--- config.mk ---
export PLATFORM = sky130hd
export DESIGN_NAME = encoder_position_wrap_tracker
export DESIGN_NICKNAME = d
export VERILOG_FILES = /design/src/rtl/core/ewt_pkg.sv /design/src/rtl/core/encoder_position_wrap_tracker.sv
export SDC_FILE = /design/constraint.sdc
export NUM_CORES = 1
export LEC_CHECK = 0
export ABC_CLOCK_PERIOD_IN_PS = 7500
export BUFFER_PORTS_ARGS = -buffer_cell sky130_fd_sc_hd__buf_4
export CAP_MARGIN = 5
export CORE_MARGIN = 2
export CORE_UTILIZATION = 36
export CTS_BUF_LIST = sky130_fd_sc_hd__clkbuf_2
export CTS_CLUSTER_SIZE = 10
export DETAILED_ROUTE_END_ITERATION = 10
export GPL_TIMING_DRIVEN = 0
export PLACE_DENSITY_LB_ADDON = 0.15
export RECOVER_POWER = 100
export SYNTH_ARGS = -nofsm -noshare
export SYNTH_HDL_FRONTEND = slang
export SYNTH_SLANG_ARGS = --single-unit
--- constraint.sdc ---
create_clock -name clk -period 7.5 [get_ports clk]
set_input_delay 0.75 -clock clk [delete_from_list [all_inputs] [get_ports clk]]
set_output_delay 0.75 -clock clk [all_outputs]
set_load 0.01 [all_outputs]
--- src/rtl/core/ewt_pkg.sv ---
// Shared types, codes and constants for the encoder position wrap tracker.
`default_nettype none

package ewt_pkg;

    // Fixed field widths
    localparam int unsigned POS_W   = 16;
    localparam int unsigned SENS_W  = 8;
    localparam int unsigned OP_W    = 2;
    localparam int unsigned DIR_W   = 2;
    localparam int unsigned CFG_W   = 16;
    localparam int unsigned CFGI_W  = 2;
    localparam int unsigned SPAN_W  = POS_W + 1;

    typedef logic [POS_W-1:0]  pos_t;
    typedef logic [SPAN_W-1:0] span_t;
    typedef logic [OP_W-1:0]   op_t;
    typedef logic [CFGI_W-1:0] cfg_index_t;

    // Operation codes
    localparam op_t OP_SAMPLE = 2'd0;
    localparam op_t OP_RESET  = 2'd1;
    localparam op_t OP_SET    = 2'd2;

    // Register indexes
    localparam cfg_index_t REG_MIN     = 2'd0;
    localparam cfg_index_t REG_MAX     = 2'd1;
    localparam cfg_index_t REG_SENS    = 2'd2;
    localparam cfg_index_t REG_INITIAL = 2'd3;

    // Register reset values
    localparam pos_t              MIN_RESET     = 16'd0;
    localparam pos_t              MAX_RESET     = 16'd1000;
    localparam logic [SENS_W-1:0] SENS_RESET    = 8'd5;
    localparam pos_t              INITIAL_RESET = 16'd0;

    // Direction codes (two's complement)
    localparam logic signed [DIR_W-1:0] DIR_ZERO = 2'sb00;
    localparam logic signed [DIR_W-1:0] DIR_UP   = 2'sb01;
    localparam logic signed [DIR_W-1:0] DIR_DOWN = 2'sb11;

endpackage

`default_nettype wire

--- src/rtl/core/encoder_position_wrap_tracker.sv ---
// Encoder position tracker: raw counter delta, scale, and modulo wrap into a range.
// Sequence: a primed sample in a non-inverted range passes through multiply, add, the one-bit-per-cycle
//   remainder loop, fix and finish steps; the finish step waits while the result register is full.
// All other transactions (first sample, inverted range, reset, set, unknown op) go straight to finish.
// Throughput: one transaction at a time; a new item is taken once the result is registered.
// Reset: rst_n is asynchronous, active low; it loads register defaults, clears the primed
//   flag and last raw count, and sets the position to the initial_count default.
`default_nettype none

module encoder_position_wrap_tracker
    import ewt_pkg::*;
#(
    parameter int unsigned COUNTER_BITS = 16
)
(
    input  wire logic                    clk,
    input  wire logic                    rst_n,

    // Configuration write port
    input  wire logic                    cfg_we,
    input  wire logic [CFGI_W-1:0]       cfg_index,
    input  wire logic [CFG_W-1:0]        cfg_data,

    // Input item channel
    input  wire logic                    item_valid,
    output logic                         item_stall,
    input  wire logic [OP_W-1:0]         op,
    input  wire logic [POS_W-1:0]        raw_count,
    input  wire logic [POS_W-1:0]        set_value,

    // Result channel
    output logic                         result_valid,
    input  wire logic                    result_stall,
    output logic [POS_W-1:0]             position,
    output logic signed [DIR_W-1:0]      direction
);

    // Raw counter bits that take part in the difference.
    localparam int unsigned RAW_W  = (COUNTER_BITS < POS_W) ? COUNTER_BITS : POS_W;
    // Scaled difference: counter-wide signed times 9-bit positive sensitivity.
    localparam int unsigned PROD_W = COUNTER_BITS + SENS_W + 1;
    // Offset from min_count: scaled difference plus a 17-bit signed position offset.
    localparam int unsigned SUM_W  = ((COUNTER_BITS > SPAN_W) ? COUNTER_BITS : SPAN_W)
                                     + SENS_W + 1;
    localparam int unsigned CNT_W  = $clog2(SUM_W);
    localparam logic [CNT_W-1:0] CNT_LAST = CNT_W'(SUM_W - 1);

    // Sequencer states
    localparam logic [2:0] S_IDLE = 3'd0;
    localparam logic [2:0] S_MUL  = 3'd1;
    localparam logic [2:0] S_ADD  = 3'd2;
    localparam logic [2:0] S_DIV  = 3'd3;
    localparam logic [2:0] S_FIX  = 3'd4;
    localparam logic [2:0] S_FIN  = 3'd5;

    // Control state
    logic [2:0]              state_reg,     state_next;
    logic                    primed_reg,    primed_next;
    logic [RAW_W-1:0]        last_raw_reg,  last_raw_next;
    pos_t                    pos_reg,       pos_next;
    logic                    result_valid_reg, result_valid_next;
    logic [CNT_W-1:0]        cnt_reg,       cnt_next;

    // Configuration registers
    pos_t                    min_reg;
    pos_t                    max_reg;
    logic [SENS_W-1:0]       sens_reg;
    pos_t                    initial_reg;

    // Datapath registers
    logic signed [COUNTER_BITS-1:0] diff_reg,      diff_next;
    logic signed [PROD_W-1:0]       prod_reg,      prod_next;
    logic [SUM_W-1:0]               dividend_reg,  dividend_next;
    logic                           neg_reg,       neg_next;
    span_t                          rem_reg,       rem_next;
    pos_t                           pos_calc_reg,  pos_calc_next;
    pos_t                           position_reg,  position_next;
    logic signed [DIR_W-1:0]        direction_reg, direction_next;

    // Combinational helpers
    logic                           inverted;
    span_t                          span;
    logic                           out_free;
    logic [COUNTER_BITS-1:0]        raw_ext;
    logic [COUNTER_BITS-1:0]        last_ext;
    logic signed [SENS_W:0]         sens_ext;
    logic [SUM_W-1:0]               offset;
    logic [SPAN_W:0]                trial;
    logic                           trial_ge;
    span_t                          wrapped;
    pos_t                           clamped;
    pos_t                           final_pos;

    assign inverted = max_reg < min_reg;
    // Range size; only used when the range is not inverted, so it is 1..65536.
    assign span     = SPAN_W'({1'b0, max_reg}) - SPAN_W'({1'b0, min_reg}) + SPAN_W'(1);
    // The result register can take a new value when empty or being drained.
    assign out_free = !result_valid_reg || !result_stall;

    assign raw_ext  = COUNTER_BITS'(raw_count[RAW_W-1:0]);
    assign last_ext = COUNTER_BITS'(last_raw_reg);
    assign sens_ext = signed'({1'b0, sens_reg});

    // Signed offset of the new sum from min_count.
    assign offset = SUM_W'(prod_reg) + SUM_W'({1'b0, pos_reg}) - SUM_W'({1'b0, min_reg});

    // Restoring step: shift in one dividend bit, subtract the span when it fits.
    assign trial    = {rem_reg, dividend_reg[SUM_W-1]};
    assign trial_ge = trial >= (SPAN_W+1)'(span);

    // Fold a negative offset back into [0, span).
    assign wrapped  = (neg_reg && (rem_reg != '0)) ? span - rem_reg : rem_reg;

    // Clamp the set value: floor to min first, then cap at max.
    always_comb
    begin
        clamped = set_value;
        if (clamped < min_reg)
        begin
            clamped = min_reg;
        end
        if (clamped > max_reg)
        begin
            clamped = max_reg;
        end
    end

    // An inverted range pins the position to min_count after every item.
    assign final_pos = inverted ? min_reg : pos_calc_reg;

    // Sequencer and datapath next-state logic
    always_comb
    begin
        state_next        = state_reg;
        primed_next       = primed_reg;
        last_raw_next     = last_raw_reg;
        pos_next          = pos_reg;
        result_valid_next = result_valid_reg && result_stall;
        cnt_next          = cnt_reg;
        diff_next         = diff_reg;
        prod_next         = prod_reg;
        dividend_next     = dividend_reg;
        neg_next          = neg_reg;
        rem_next          = rem_reg;
        pos_calc_next     = pos_calc_reg;
        position_next     = position_reg;
        direction_next    = direction_reg;

        unique case (state_reg)
            S_IDLE:
            begin
                if (item_valid)
                begin
                    state_next    = S_FIN;
                    pos_calc_next = pos_reg;
                    unique case (op)
                        OP_SAMPLE:
                        begin
                            last_raw_next = raw_count[RAW_W-1:0];
                            if (!primed_reg)
                            begin
                                // First sample only latches the counter.
                                primed_next = 1'b1;
                            end
                            else if (!inverted)
                            begin
                                diff_next  = signed'(raw_ext - last_ext);
                                state_next = S_MUL;
                            end
                        end
                        OP_RESET:
                        begin
                            // Initial value is loaded as is, even outside the range.
                            pos_calc_next = initial_reg;
                        end
                        OP_SET:
                        begin
                            pos_calc_next = clamped;
                        end
                        default:
                        begin
                            // Unknown op: hold the position.
                            pos_calc_next = pos_reg;
                        end
                    endcase
                end
            end
            S_MUL:
            begin
                prod_next  = diff_reg * sens_ext;
                state_next = S_ADD;
            end
            S_ADD:
            begin
                neg_next      = offset[SUM_W-1];
                dividend_next = offset[SUM_W-1] ? (~offset + SUM_W'(1)) : offset;
                rem_next      = '0;
                cnt_next      = '0;
                state_next    = S_DIV;
            end
            S_DIV:
            begin
                rem_next      = trial_ge ? SPAN_W'(trial - (SPAN_W+1)'(span))
                                         : trial[SPAN_W-1:0];
                dividend_next = {dividend_reg[SUM_W-2:0], 1'b0};
                cnt_next      = cnt_reg + CNT_W'(1);
                if (cnt_reg == CNT_LAST)
                begin
                    state_next = S_FIX;
                end
            end
            S_FIX:
            begin
                pos_calc_next = POS_W'(SPAN_W'({1'b0, min_reg}) + wrapped);
                state_next    = S_FIN;
            end
            S_FIN:
            begin
                // Hold here until the result register is free.
                if (out_free)
                begin
                    pos_next          = final_pos;
                    position_next     = final_pos;
                    result_valid_next = 1'b1;
                    if (final_pos > pos_reg)
                    begin
                        direction_next = DIR_UP;
                    end
                    else if (final_pos < pos_reg)
                    begin
                        direction_next = DIR_DOWN;
                    end
                    else
                    begin
                        direction_next = DIR_ZERO;
                    end
                    state_next = S_IDLE;
                end
            end
            default:
            begin
                state_next = S_IDLE;
            end
        endcase
    end

    // Control registers
    always_ff @(posedge clk or negedge rst_n)
    begin
        if (!rst_n)
        begin
            state_reg        <= S_IDLE;
            primed_reg       <= 1'b0;
            last_raw_reg     <= '0;
            pos_reg          <= INITIAL_RESET;
            result_valid_reg <= 1'b0;
            cnt_reg          <= '0;
        end
        else
        begin
            state_reg        <= state_next;
            primed_reg       <= primed_next;
            last_raw_reg     <= last_raw_next;
            pos_reg          <= pos_next;
            result_valid_reg <= result_valid_next;
            cnt_reg          <= cnt_next;
        end
    end

    // Configuration registers
    always_ff @(posedge clk or negedge rst_n)
    begin
        if (!rst_n)
        begin
            min_reg     <= MIN_RESET;
            max_reg     <= MAX_RESET;
            sens_reg    <= SENS_RESET;
            initial_reg <= INITIAL_RESET;
        end
        else if (cfg_we)
        begin
            unique case (cfg_index)
                REG_MIN:     min_reg     <= cfg_data;
                REG_MAX:     max_reg     <= cfg_data;
                REG_SENS:    sens_reg    <= cfg_data[SENS_W-1:0];
                REG_INITIAL: initial_reg <= cfg_data;
                default:     ;
            endcase
        end
    end

    // Payload registers
    always_ff @(posedge clk)
    begin
        diff_reg      <= diff_next;
        prod_reg      <= prod_next;
        dividend_reg  <= dividend_next;
        neg_reg       <= neg_next;
        rem_reg       <= rem_next;
        pos_calc_reg  <= pos_calc_next;
        position_reg  <= position_next;
        direction_reg <= direction_next;
    end

    assign item_stall   = state_reg != S_IDLE;
    assign result_valid = result_valid_reg;
    assign position     = position_reg;
    assign direction    = direction_reg;

    // An accepted item always enters the multiply step or the finish step.
    a_accept_path: assert property (@(posedge clk) disable iff (!rst_n)
        (item_valid && !item_stall) |=> (state_reg == S_MUL || state_reg == S_FIN))
        else $error("accepted item took an unexpected path");

    // A new result only appears out of the finish step.
    a_result_source: assert property (@(posedge clk) disable iff (!rst_n)
        (result_valid_next && !(result_valid_reg && result_stall)) |-> state_reg == S_FIN)
        else $error("result loaded outside the finish step");

    // The running remainder stays below the span.
    a_rem_bound: assert property (@(posedge clk) disable iff (!rst_n)
        (state_reg == S_DIV) |-> (rem_reg < span))
        else $error("remainder not below span");

    // A wrapped result lands inside the range.
    a_wrap_range: assert property (@(posedge clk) disable iff (!rst_n)
        (state_reg == S_FIX) |=> (pos_calc_reg >= min_reg && pos_calc_reg <= max_reg))
        else $error("wrapped position outside range");

    // With an inverted range the reported position is min_count.
    a_inverted_min: assert property (@(posedge clk) disable iff (!rst_n)
        (state_reg == S_FIN && out_free && inverted) |=> (position_reg == $past(min_reg)))
        else $error("inverted range did not pin position to min");

endmodule

`default_nettype wire
==> impl_metrics.csv <==
group,metric,value,unit
yosys,synth_commonest_cells,"332 x inv_1, 226 x ha_1, 209 x nand2_1, 133 x o21ai_0, 130 x fa_1",
floorplan,die_x,246.9,um
worst_setup_path,crit_required,8240,ps
sta,finalMaxSlewViolations,169,
final_layout,fin_nets,2834,
yosys,yosysTopAreaCellShare,16.82,%
worst_setup_path,crit_slowest_cell,"dfrtp_1",
sta,rsz0062_at_grt,"false",
yosys,synth.avg_cell_area,9.496,um2
yosys,syn_area,21240,um2
min_path,whs_path_depth,3,
clock_network,cts_buffers,67,
yosys,synthesis.nets,2650,
grt,antenna_found_initial,1,
placement,dp_hpwl,48280,um
yosys,ys_seq_area_share,28.41,%
worst_setup_path,path_class,"reg2reg",
floorplan,initial_utilization,36.20,%
worst_setup_path,path_cells,"inv_1 -> ha_1 -> a21o_1 -> a21o_1 -> a21oi_1 -> o21ai_0 -> a221o_1 -> clkbuf_1 -> clkbuf_1 -> mux2_2 -> ha_1 -> o21ai_0 -> nand2b_1 -> a21oi_1 -> o21ai_0 -> a41o_1 -> clkbuf_1 -> clkbuf_1 -> mux2_2 -> a21oi_1 -> o22ai_1",
grt,grt_max_degree,63,
routing,vias_per_cell,5.037,
sta,hold_violations,0,
grt,grt_pass1_vias,16766,
sta,relSlewSlack,-119.3,%
yosys,async_reset_ff_share,45.16,%
worst_setup_path,end_kind,"register",
worst_setup_path,r2r_cells,21,
clock_network,post-cts-setup-buffer-count,0,
worst_setup_path,crit_top_cell,"clkbuf_1",
routing,wl_per_cell,18.01,um
yosys,synth.distinct_cells,95,
sta,final-setup-viol-count,0,
final_layout,largest_reg_flops,26,
routing,drc,0,
clock_network,cts_tree,"done",
routing,dr.pass1.iters,5,
sta,fmax,0.1535,GHz
final_layout,area.growth.synth_to_final,11.14,%
clock_network,clkSlewWorstSetupHoldPaths,100,ps
sta,finalSetupTns,0,ps
job,maxCapViolations,4,
final_layout,drive_gt1_share,12.49,%
routing,num_vias,16356,
grt,grt.overflow.total,0,
grt,globalRouteTotalUtil,19.59,%
sta,period_share,86.88,%
yosys,synth_area_leaders,"edfxtp_1 17%, ha_1 13%, fa_1 12%",
sta,final.min_clock_period,6516,ps
run_status,failed_checks,"capacitance limit, slew limit",
yosys,yosys_warnings,0,
sta,tightestPinTransition,3290,ps
clock_network,clock_path_buffers,3,
worst_setup_path,crit_fanout,10,
yosys,ys_ff_latch,217,
floorplan,coreArea,58690,um2
clock_network,insertion_delay,1050,ps
min_path,worstHoldPathType,"in2reg",
yosys,synth_top_cell_by_area,"edfxtp_1",
yosys,synthFlopType,"edfxtp_1",
clock_network,clock_sinks,217,
placement,dpl.cell_count,3090,
floorplan,io_pins,77,
final_layout,stdcell_count,3247,
floorplan,die_h,246.9,um
worst_setup_path,critPathMaxStageDelay,640,ps
floorplan,die_area,60960,um2
yosys,netlist_instances,2237,
worst_setup_path,worstPathArrival,7260,ps
routing,drt_iter0_markers,933,
run_status,outcome,"complete, but fails checks",
final_layout,final_util,40.23,%
grt,grt_pass1_wl,92500,um
placement,place_congestion,0.8998,
placement,portBuffers,76,
routing,drtAntennaViolNets,0,
routing,wirelength,58480,um
sta,finClkSkew,108.9,ps
clock_network,htree_levels,3,
worst_setup_path,start_kind,"register",
yosys,yosysMostFrequentCell,"inv_1",
yosys,synth_edf_count,119,
clock_network,clock_tree.root_cell,"clkbuf_2",
floorplan,rows,89,
==> final timing paths <==
path / from / endpoint / slack (ps)
setup / recovery: min_reg[9] / pos_calc_reg[14] / 980
hold / removal: result_stall / result_valid / 160
setup reg to reg: min_reg[9] / pos_calc_reg[14] / 980
hold reg to reg: primed_reg / primed_reg / 490
max in group asynchronous: rst_n / last_ext[3] / 2210
min in group asynchronous: rst_n / min_reg[15] / 1090
==> per-layer routing <==
layer,track usage [%],part of all wire (%),vias to the layer above,wire [um]
li1,-,-,8057,-
met1,27.96,50,7893,29110
met2,30.74,44,322,25830
met3,2.789,3.7,84,2144
met4,5.670,2.4,0,1403
met5,0,0,-,0
==> placed cells by master, fill, tap and decap left out, types with 7 or more instances in the layout <==
cell type,count
buf_4,54
clkbuf_2,103
inv_1,332
o41ai_1,7
fa_1,130
a211oi_1,9
a21o_1,39
nand2b_1,17
clkinv_1,10
clkbuf_1,83
nor2b_1,21
xor2_1,52
o22ai_1,12
dfrtp_1,90
nand4_1,20
o21bai_1,15
nand3_1,19
nor3_1,34
or2_2,8
o31ai_1,10
o21ai_0,136
mux2_1,17
o21a_1,15
nand3b_1,10
edfxtp_1,119
or3_1,14
and3_1,12
a21oi_1,116
nand2_1,209
ha_1,226
dlygate4sd3_1,34
nor2_1,91
mux2i_1,7
xnor2_1,76
o211ai_1,7
a31oi_1,17
mux2_2,94
and2_1,85
==> layout make-up <==
class	instances	area, um2
Fill cell	5888	35080
Multi-Input combinational cell	1625	13630
Sequential cell	217	6036
Inverter	334	1255
Tap cell	773	967.2
Timing Repair Buffer	115	843.3
Clock buffer	103	515.5
Buffer	61	249.0
Clock inverter	18	108.9
Antenna cell	1	2.502
==> worst max-delay path, delay by kind of cell, from the launching register on <==
kind | cells | cell delay [ps]
buffers and inverters | 5 | 2040
muxes | 2 | 820
adders and majority gates | 2 | 650
DFF | 1 | 640
and+or+nand+nor | 1 | 80
AOI/OAI and AO/OA | 11 | 2000
==> kinds of logic (layout without fill, tap and decap cells) <==
logic type      after synthesis  after routing  share of synthesized area, %
other cells                   0              1                             0
mux                         118            118                         6.214
simple gates                569            569                         13.23
flops                       217            217                         28.41
buf+inv                     395            631                         7.204
compound gates              451            451                         13.72
fa+ha+maj                   356            356                         25.56
xor+xnor                    131            131                         5.649
==> per-stage QoR <==
stage	cell area, um2	hold slack [ps]	setup slack (ps)
detailed placement	22860	467.1	1136
finish	23610	157.0	983.9
floorplan	21240	435.8	2185
CTS	23820	22.12	1096
global route	23610	83.84	653.2
global placement	22780	456.9	1117
==> repair_timing <==
action | CTS | global route
gates resized for setup | 0 | 0
setup endpoints to repair | 0 | 0
endpoints found under the hold margin | 109 | 0
hold buffers | 34 | 0
Power is left out: the tool's default activity adds up to more than one toggle a clock period on the data nets, which glitch-free logic cannot reach.
